## src/design/tlbl_pkg.sv

```systemverilog
// shared types and constants for the process-tagged lru tlb
// used by tlbl_cell and tlb_lru_process_tagged; no dependencies
package tlbl_pkg;

    localparam int PAGE_W = 28;
    localparam int PID_W  = 4;
    localparam int ADDR_W = 32;
    localparam int CNT_W  = 9;
    localparam int OP_W   = 2;
    localparam int SHIFT_W = 5;
    localparam int CFG_IDX_W = 2;
    localparam int CFG_W  = 9;

    localparam int MAX_ENTRIES_DEF = 256;
    localparam int MAX_PROCESSES   = 16;

    localparam logic [SHIFT_W-1:0] SHIFT_MIN = 5'd4;
    localparam logic [SHIFT_W-1:0] SHIFT_MAX = 5'd16;
    localparam logic [CNT_W-1:0]   CAP_MIN   = 9'd8;

    localparam logic [SHIFT_W-1:0] PAGE_SHIFT_RST = 5'd12;
    localparam logic [CNT_W-1:0]   ENTRIES_RST    = 9'd256;

    localparam logic [OP_W-1:0] OP_LOOKUP = 2'd0;
    localparam logic [OP_W-1:0] OP_SWITCH = 2'd1;
    localparam logic [OP_W-1:0] OP_EXIT   = 2'd2;

    localparam logic [CFG_IDX_W-1:0] CFG_PAGE_SHIFT = 2'd0;
    localparam logic [CFG_IDX_W-1:0] CFG_ENTRIES    = 2'd1;
    localparam logic [CFG_IDX_W-1:0] CFG_FLUSH      = 2'd2;

    typedef struct packed {
        logic [PAGE_W-1:0] page;
        logic [PID_W-1:0]  pid;
    } entry_t;

    typedef enum logic [2:0] {
        CMD_HOLD,
        CMD_FLUSH,
        CMD_MARK,
        CMD_SHIFT,
        CMD_PUSH
    } cell_cmd_t;

    typedef struct packed {
        cell_cmd_t         cmd;
        logic [PAGE_W-1:0] page;
        logic [PID_W-1:0]  pid;
        logic              match_page;
        logic              trim;
        logic [CNT_W-1:0]  cap_m1;
    } cell_ctl_t;

endpackage

```

## src/design/tlbl_cell.sv

```systemverilog
// one tlb position of the recency chain: entry, valid bit and removal mark
// depends on tlbl_pkg
module tlbl_cell #(
    parameter int POS = 0
) (
    input  logic               clk,
    input  logic               rst_n,
    input  tlbl_pkg::cell_ctl_t ctl,
    input  tlbl_pkg::entry_t   prev_entry,
    input  logic               prev_valid,
    input  tlbl_pkg::entry_t   next_entry,
    input  logic               next_valid,
    input  logic               next_mark,
    output tlbl_pkg::entry_t   entry,
    output logic               valid,
    output logic               mark
);

    localparam logic [tlbl_pkg::CNT_W-1:0] POS_V = tlbl_pkg::CNT_W'(POS);

    tlbl_pkg::entry_t entry_reg;
    tlbl_pkg::entry_t entry_next;
    logic             valid_reg;
    logic             valid_next;
    logic             mark_reg;
    logic             mark_next;
    logic             hit;

    assign hit = valid_reg && (entry_reg.pid == ctl.pid)
                 && (!ctl.match_page || (entry_reg.page == ctl.page));

    always_comb
    begin
        entry_next = entry_reg;
        valid_next = valid_reg;
        mark_next  = 1'b0;
        unique case (ctl.cmd)
            tlbl_pkg::CMD_HOLD:
            begin
                mark_next = mark_reg;
            end
            tlbl_pkg::CMD_FLUSH:
            begin
                valid_next = 1'b0;
            end
            tlbl_pkg::CMD_MARK:
            begin
                if (hit)
                begin
                    valid_next = 1'b0;
                    mark_next  = 1'b1;
                end
            end
            tlbl_pkg::CMD_SHIFT:
            begin
                mark_next = next_mark;
                if (!valid_reg)
                begin
                    entry_next = next_entry;
                    valid_next = next_valid;
                end
                else if (!prev_valid)
                begin
                    valid_next = 1'b0;
                end
            end
            tlbl_pkg::CMD_PUSH:
            begin
                entry_next = prev_entry;
                valid_next = prev_valid && !(ctl.trim && (POS_V > ctl.cap_m1));
            end
            default:
            begin
                mark_next = mark_reg;
            end
        endcase
    end

    always_ff @(posedge clk or negedge rst_n)
    begin
        if (!rst_n)
        begin
            valid_reg <= 1'b0;
            mark_reg  <= 1'b0;
        end
        else
        begin
            valid_reg <= valid_next;
            mark_reg  <= mark_next;
        end
    end

    always_ff @(posedge clk)
    begin
        entry_reg <= entry_next;
    end

    assign entry = entry_reg;
    assign valid = valid_reg;
    assign mark  = mark_reg;

endmodule

```

## config.mk

```make
export PLATFORM = sky130hd
export DESIGN_NAME = tlbl_cell
export DESIGN_NICKNAME = d
export VERILOG_FILES = /design/src/design/tlbl_pkg.sv /design/src/design/tlbl_cell.sv
export SDC_FILE = /design/constraint.sdc
export NUM_CORES = 1
export LEC_CHECK = 0
export ABC_AREA = 1
export BUFFER_PORTS_ARGS = -buffer_cell sky130_fd_sc_hd__buf_2
export CAP_MARGIN = 15
export CORE_MARGIN = 3
export CORE_UTILIZATION = 38
export DETAILED_ROUTE_END_ITERATION = 10
export PLACE_DENSITY = 0.85
export REMOVE_ABC_BUFFERS = 1
export SLEW_MARGIN = 20
export SYNTH_ARGS = -nofsm -noshare
export SYNTH_HDL_FRONTEND = slang
export SYNTH_SLANG_ARGS = --single-unit
```

## constraint.sdc

```tcl
create_clock -name clk -period 1.7 [get_ports clk]
set_clock_uncertainty 0.15 [all_clocks]
set_input_delay 0.255 -clock clk [delete_from_list [all_inputs] [get_ports clk]]
set_output_delay 0.255 -clock clk [all_outputs]
set_load 0.1 [all_outputs]
```

; Word level (Yosys, flattened, before mapping)
; Cells that the tools add are included.
[totals]
regBits = 34
latch_bits = 0
ramBits = 0
rom_bits = 0
input_bits = 115
out_inout_bits = 34
wordCells = 34
memories = 0
[classes]
addsub = 0
mul = 0
div_mod_pow = 0
n_lt_le_gt_ge = 1
n_eq_ne = 8
n_shift = 0
muxes = 8
n_bitwise = 0
n_reduce_logical = 13
[op_table]
columns = cell, n
row1 = $pmux 32 s2, 1
row2 = $mux 32, 1
row3 = $eq 28x28->1, 1
row4 = $gt 1x9->1 const A, 1
row5 = $eq 3x2->1 const B, 2
row6 = $eq 4x4->1, 1
row7 = $logic_and 1x1->1, 4
row8 = $mux 1, 4
row9 = $ne 2x2->1 const B, 2
row10 = $pmux 1 s4, 1
row11 = $reduce_and 2->1, 2
row12 = $reduce_bool 4->1, 1
row13 = $eq 3x1->1 const B, 1
row14 = $eq 3x3->1 const B, 1
row15 = $pmux 1 s3, 1
row16 = $reduce_bool 3->1, 1
row17 = $logic_not 1->1, 2
row18 = $reduce_bool 2->1, 1
row19 = $reduce_or 2->1, 1
row20 = $logic_or 1x1->1, 1

; Depth between registers and ports, before layout
; Gate-level depths: netlist (run 1).
[depth]
word_depth = 5
mapped_depth = 13
depth_no_buf = 13

; Worst setup path after synthesis (run 1)
; OpenSTA, ideal clock, no wires.
[synth_timing]
path_type = reg-to-reg
startpoint = register valid_reg (netlist: valid)
endpoint = register entry_reg (netlist bit entry[0]) (enable)
setup_time_ns = 0.478
arrival_time_ns = 1.734
required_ns = 1.072
path_slack_ns = -0.662
path_stages_with_launch = 4
path_buffers = 0
period_less_slack_ns = 2.362
path_cell_list = dfrtp_1 inv_1 nand2_1 nand2_1
[synth_between]
elab_chain_len = 2
[synth_rtl]
columns = item, line
row1 = from (decl), tlbl_cell.sv:23  ; logic valid_reg;
row2 = from (signal assigned), tlbl_cell.sv:88  ; valid_reg <= valid_next;
row3 = $ne 2x2->1 (no line), --
row4 = $reduce_and 2->1 (no line), --
row5 = to (signal assigned), tlbl_cell.sv:95  ; entry_reg <= entry_next;
row6 = to (decl), tlbl_cell.sv:21  ; tlbl_pkg::entry_t entry_reg;
; Every way passes these cells.
; A chain may end at the register's enable or synchronous reset.

; Final worst setup path (run 1)
[layout_timing]
startpoint = register entry_reg (netlist bit entry[6])
endpoint = register valid_reg (netlist: valid)
[layout_between]
elab_chain_len = 5
[layout_rtl]
columns = item, line
row1 = $eq 28x28->1, tlbl_cell.sv:30  ; && (!ctl.match_page || (entry_reg.page == ctl.page));
row2 = $logic_or 1x1->1, tlbl_cell.sv:30
row3 = $logic_and 1x1->1, tlbl_cell.sv:30
row4 = $ne 2x2->1 (no line), --
row5 = $reduce_and 2->1 (no line), --
; Every way passes these cells.

==> results of run 1 <==
==> power by group <==
part	total, mW	internal, mW	switching [mW]	leakage [nW]
clock	0.550	0.281	0.269	0.0426
combinational	0.767	0.215	0.552	1.48
sequential	1.02	0.985	0.0331	0.326
total	2.34	1.48	0.854	1.85
==> metrics by stage <==
step	setup slack, ns	std cells	setup TNS (ns)
floorplan	-0.973	317	-37.86
global placement	0.0976	531	0
detailed placement	0.0321	531	0
CTS	0.0340	540	0
global route	-0.0435	540	-0.0435
finish	0.0756	540	0
==> repair_timing <==
item | CTS | global route
endpoints found under the hold margin | 2 | 0
resized for setup | 0 | 3
hold buffers | 1 | 0
endpoints found under the setup margin | 0 | 2
==> worst max-delay path, delay by kind of cell (launching register included) <==
kind,cells,cell delay (ns)
flip-flops,1,0.40
AND/OR/NAND/NOR,11,0.83
AO/OA/AOI/OAI,1,0.13
==> synth_stat cells (2+ instances only) <==
master	number	area (um^2)
nand2_1	191	717
inv_1	54	203
edfxtp_1	32	961
nor2_1	18	67.6
xnor2_1	5	43.8
buf_2	4	20.0
nand3_1	3	15.0
clkbuf_1	2	7.51
dfrtp_1	2	50.1
inv_2	2	7.51
nor3_1	2	10.0
xor2_1	2	17.5
==> path summary, 6_finish.rpt <==
check,from,to
worst max-delay path,entry[6]$_DFFE_PP_,valid$_DFFE_PN0P_
worst min-delay path,next_entry[0],entry[0]$_DFFE_PP_
worst max register to register,entry[6]$_DFFE_PP_,valid$_DFFE_PN0P_
worst min register to register,mark$_DFFE_PN0P_,mark$_DFFE_PN0P_
max in group asynchronous,rst_n,mark$_DFFE_PN0P_
min in group asynchronous,rst_n,valid$_DFFE_PN0P_
==> routing by layer <==
layer	routed length [um]	global-route usage (%)	share of wire (%)
met1	2030	16.6	36
met2	3020	32.5	54
met3	463	3.73	8.3
met4	60	4.49	1.1
met5	0	0	0
==> cells by family (layout without fill, tap and decap cells) <==
family | Yosys count | after routing | share of synthesized area [%]
simple gates | 217 | 217 | 38.6
buf+inv | 62 | 209 | 10.9
flops | 34 | 34 | 46.5
xor+xnor | 7 | 7 | 2.82
compound gates | 3 | 3 | 1.15
==> final cells by class <==
cell class                      instances  area (um^2)  share of cell area (%)
Inverter                               56          210                    6.80
Sequential cell                        34         1010                    32.7
Timing Repair Buffer                  145          771                    24.9
Clock inverter                          2         8.76                   0.283
Tap cell                               70         87.6                    2.83
Multi-Input combinational cell        227          932                    30.1
Clock buffer                            6         72.6                    2.35
==> out/results.ini, run 1 <==
[setup_path]
end_kind = register
arrival_ns = 1.64
slowest_delay_ns = 0.40
start_kind = register
cp.required_ns = 1.72
crit_top_cell = nand2_1
cp_cell_sequence = nand2_1, nand2_1, nor2_1, nand2_1, nor2_1, nand2_2, o21bai_2, nand2_1, nand2_1, nand2_1, nand2_1, nand2_1
reg2regPathDepth = 12
critical_path_class = register to register
cp_max_fo = 3
rrSetupSlack_ns = 0.08
cpMaxStageDelayCell = edfxtp_1

[finish]
fin_nets = 584
drive_gt1_share_pct = 33.6
fillCellCount = 512
antennaDiodeCount = 0
largest_reg_flops = 32
fin_area_um2 = 3090
final_common_cell = nand2_1
mostFrequentLayoutCells = nand2_1 (190), buf_2 (138), inv_1 (54)
post-route-util_pct = 58.3
syn_to_final_growth_pct = 42.3

[timing]
fmax_ghz = 0.616
relSlewSlack_pct = 66.5
rsz0062_at_grt = true
timing.final.hold_violations = 0
holdWs_ns = 0.0875
fin_crit_ns = 1.62
min_period_over_period_pct = 95.6
finalSetupViolations = 0
slew_viol_final = 0
worst_pin_slew_ns = 0.506

[cts]
htree_levels = 2
clockBufferDepth = 2
numClockSinks = 34
cts_tree = yes
cts_buffers = 5
clk_pin_slew_worst_paths_ns = 0.07
cts-root-buf = clkbuf_8
clock_latency_ns = 0.28
cts_setup_buffers = 0

[drt]
wl_per_cell_um = 10.3
wl_um = 5580
drt_pass1_iterations = 4
vias_per_cell = 4.36
initialDrtViolationCount = 62
route.detailed.drc = 0
antenna_left = 0
vias = 2354

[placed_design]
port_buffers = 138
globalplace.congestion = 0.731
dpl-instance-area_um2 = 2990
hpwl_um = 4680

[logic_synthesis]
syn_inst = 323
ys_seq_elements = 34
synth_area_per_cell_um2 = 6.73
synth_cell_types = 18
ys_seq_area_share_pct = 46.5
synth_top_flop_cell = edfxtp_1
synth-edff-count = 32
async_flop_share_pct = 5.88
yosys_warnings = 0
syn-cell-area_um2 = 2170

[grt]
grt_pass1_wl_um = 8430
antenna_found_initial = 0
grt_max_degree = 34
grt_remaining_overflow = 0
grt_pass1_vias = 2084
grtUsageTotal_pct = 16.2

[outcome]
status = finished, final reports clean

[pwr]
ir_drop_mv = 0.472
finalPower_mw = 2.34
p_leak_nw = 1.85
p_per_area_nw_per_um2 = 755

[floorplanning]
die_w_um = 81.6
io_pins = 149
dieArea_um2 = 6660
std_cell_rows = 26
start_util_pct = 41.0
core_um2 = 5300
die_h_um = 81.6

[hold_path]
hold_depth = 3
min_path_type = input pin to register

[run]
max_cap_violations = 0

(Power assumes the default switching activity.)
==> run 2, diff against run 1 <==
CORE_MARGIN = unset   (was 3)
==> run 2 against run 1 <==
  * Hold slack got worse by 0.011 ns
  * Register-to-register slack better by 0.02 ns
  * Combinational power is essentially flat
  * Total power up 0.56%
  * Routed wire length fell by 1.7%
  * Count of clock-buffer cells in the layout unchanged
  * Fmax increased by 1.2%
  * Critical path depth is the same
  * Via count grew 1.1%
==> out/results.ini, run 2 (same netlist as run 1, synthesis figures left out) <==
[timing]
fin_crit_ns = 1.61
relSlewSlack_pct = 66.2
layout_setup_ws_ns = 0.0946
timing.final.hold_violations = 0
rsz0062_at_grt = true
finalSetupViolations = 0
fmax_ghz = 0.623
slew_viol_final = 0
min_period_over_period_pct = 94.4
worst_pin_slew_ns = 0.510

[finish]
fin_nets = 585
antennaDiodeCount = 0
largest_reg_flops = 32
drive_gt1_share_pct = 34.2
mostFrequentLayoutCells = nand2_1 (190), buf_2 (138), inv_1 (54)
final_common_cell = nand2_1
fin_cells = 543
syn_to_final_growth_pct = 43.5

[placed_design]
place_ws_ns = 0.0500
globalplace.congestion = 0.757
hpwl_um = 4510
placed_cells = 534
port_buffers = 138

[setup_path]
slowest_delay_ns = 0.41
worstSetupStartpoint = entry[21]$_DFFE_PP_
reg2regPathDepth = 12
crit_top_cell = nand2_1
arrival_ns = 1.63
start_kind = register
r2r_end = valid$_DFFE_PN0P_
cpMaxStageDelayCell = edfxtp_1
reg2reg_from = entry[21]$_DFFE_PP_
worst-path-buf-inv = 0
cp.required_ns = 1.73
end_kind = register
cp_cell_sequence = nor2_1, nor2_1, nor2_1, nand2_1, nor2_1, nand2_2, o21bai_4, nand2_1, nand2_1, nand2_1, nand2_1, nand2_1
cp_max_fo = 3
critical_path_class = register to register
crit_family = simple AND/OR/NAND/NOR gates
rrSetupSlack_ns = 0.09
cp.depth = 12

[grt]
grt_pass1_vias = 2241
grtUsageTotal_pct = 18.5
grt_max_degree = 23
grt_pass1_wl_um = 8830
grt_remaining_overflow = 0
antenna_found_initial = 0

[run]
max_cap_violations = 0

[hold_path]
min_path_type = input pin to register
hp-start = next_entry[8]
hold_depth = 3
hold_end = entry[8]$_DFFE_PP_

[drt]
drt_pass1_iterations = 6
wl_um = 5480
route.detailed.drc = 0
antenna_left = 0
vias_per_cell = 4.38
initialDrtViolationCount = 58
vias = 2380
wl_per_cell_um = 10.1

[cts]
cts-root-buf = clkbuf_8
cts_buffers = 5
clockBufferDepth = 2
numClockSinks = 34
htree_levels = 2
cts_tree = yes
clk_pin_slew_worst_paths_ns = 0.07
clock_latency_ns = 0.29

[pwr]
power.share.switching_pct = 36.8
finalPower_mw = 2.35
comb_power_share_pct = 32.8
seqPwrFrac_pct = 43.5
p_leak_nw = 1.86
ir_drop_mv = 0.389
power.internal_mw = 1.48
p_switching_uw = 864
p_per_area_nw_per_um2 = 753
clkPwrFrac_pct = 23.7

[floorplanning]
io_pins = 149
core_um2 = 5510
dieArea_um2 = 6030
start_util_pct = 39.5
die_w_um = 77.6
die_h_um = 77.6
std_cell_rows = 27

[outcome]
status = finished, final reports clean

[run 2: layer usage]
layer / GRT usage (%) / share of wire, % / up-vias / wire length [um]
li1: - / - / 1251 / -
met1: 19.0 / 40 / 1031 / 2190
met2: 35.2 / 52 / 83 / 2870
met3: 4.00 / 5.1 / 15 / 280
met4: 8.68 / 2.8 / 0 / 151
met5: 0 / 0 / - / 0
[run 2: worst reg2reg max path, stage by stage, from the launching register on]
cell and delay (ns):
edfxtp_1 0.41, nor2_1 0.11, nor2_1 0.06, nor2_1 0.09, nand2_1 0.07, nor2_1 0.11, nand2_2 0.09, o21bai_4 0.14
nand2_1 0.06, nand2_1 0.07, nand2_1 0.04, nand2_1 0.05, nand2_1 0.04
[run 2: power groups by stage]
stage               registers, mW  clock network, mW  logic, mW
global route                 1.03              0.615      0.832
detailed placement           1.04                  0      0.769
global placement             1.03                  0      0.752
floorplan                    1.38                  0      0.189
finish                       1.02              0.557      0.770
CTS                          1.02              0.578      0.772
[run 2: what timing repair did]
action                                  in CTS  in global routing
setup buffers                                0                  0
endpoints found under the hold margin        2                  0
endpoints found under the setup margin       0                  2
resized for setup                            0                  6
hold buffers                                 1                  0
[run 2: layout make-up]
class	count	area, um^2
Fill cell	510	2390
Clock inverter	2	8.76
Timing Repair Buffer	146	778
Clock buffer	6	72.6
Sequential cell	34	1010
Tap cell	72	90.1
Inverter	56	210
Multi-Input combinational cell	227	947
[run 2: through the flow]
step / hold WS, ns / cell area, um^2 / util [%] / TNS, ns
finish: 0.0760 / 3120 / 56.6 / 0
global route: 0.0756 / 3120 / 56.6 / -0.0566
CTS: 0.0717 / 3100 / 56.2 / 0
detailed placement: -0.108 / 3000 / 54.6 / 0
global placement: -0.110 / 3000 / 54.6 / 0
floorplan: -0.191 / 2150 / - / -37.86
[run 2: worst max path at each step]
stage,end,slack [ns]
6_report,valid$_DFFE_PN0P_,0.09
5_1_grt,valid$_DFFE_PN0P_,-0.06
4_1_cts,valid$_DFFE_PN0P_,0.04
3_5_place_dp,valid$_DFFE_PN0P_,0.05
3_3_place_gp,valid$_DFFE_PN0P_,0.11
2_1_floorplan,entry[0]$_DFFE_PP_,-0.97
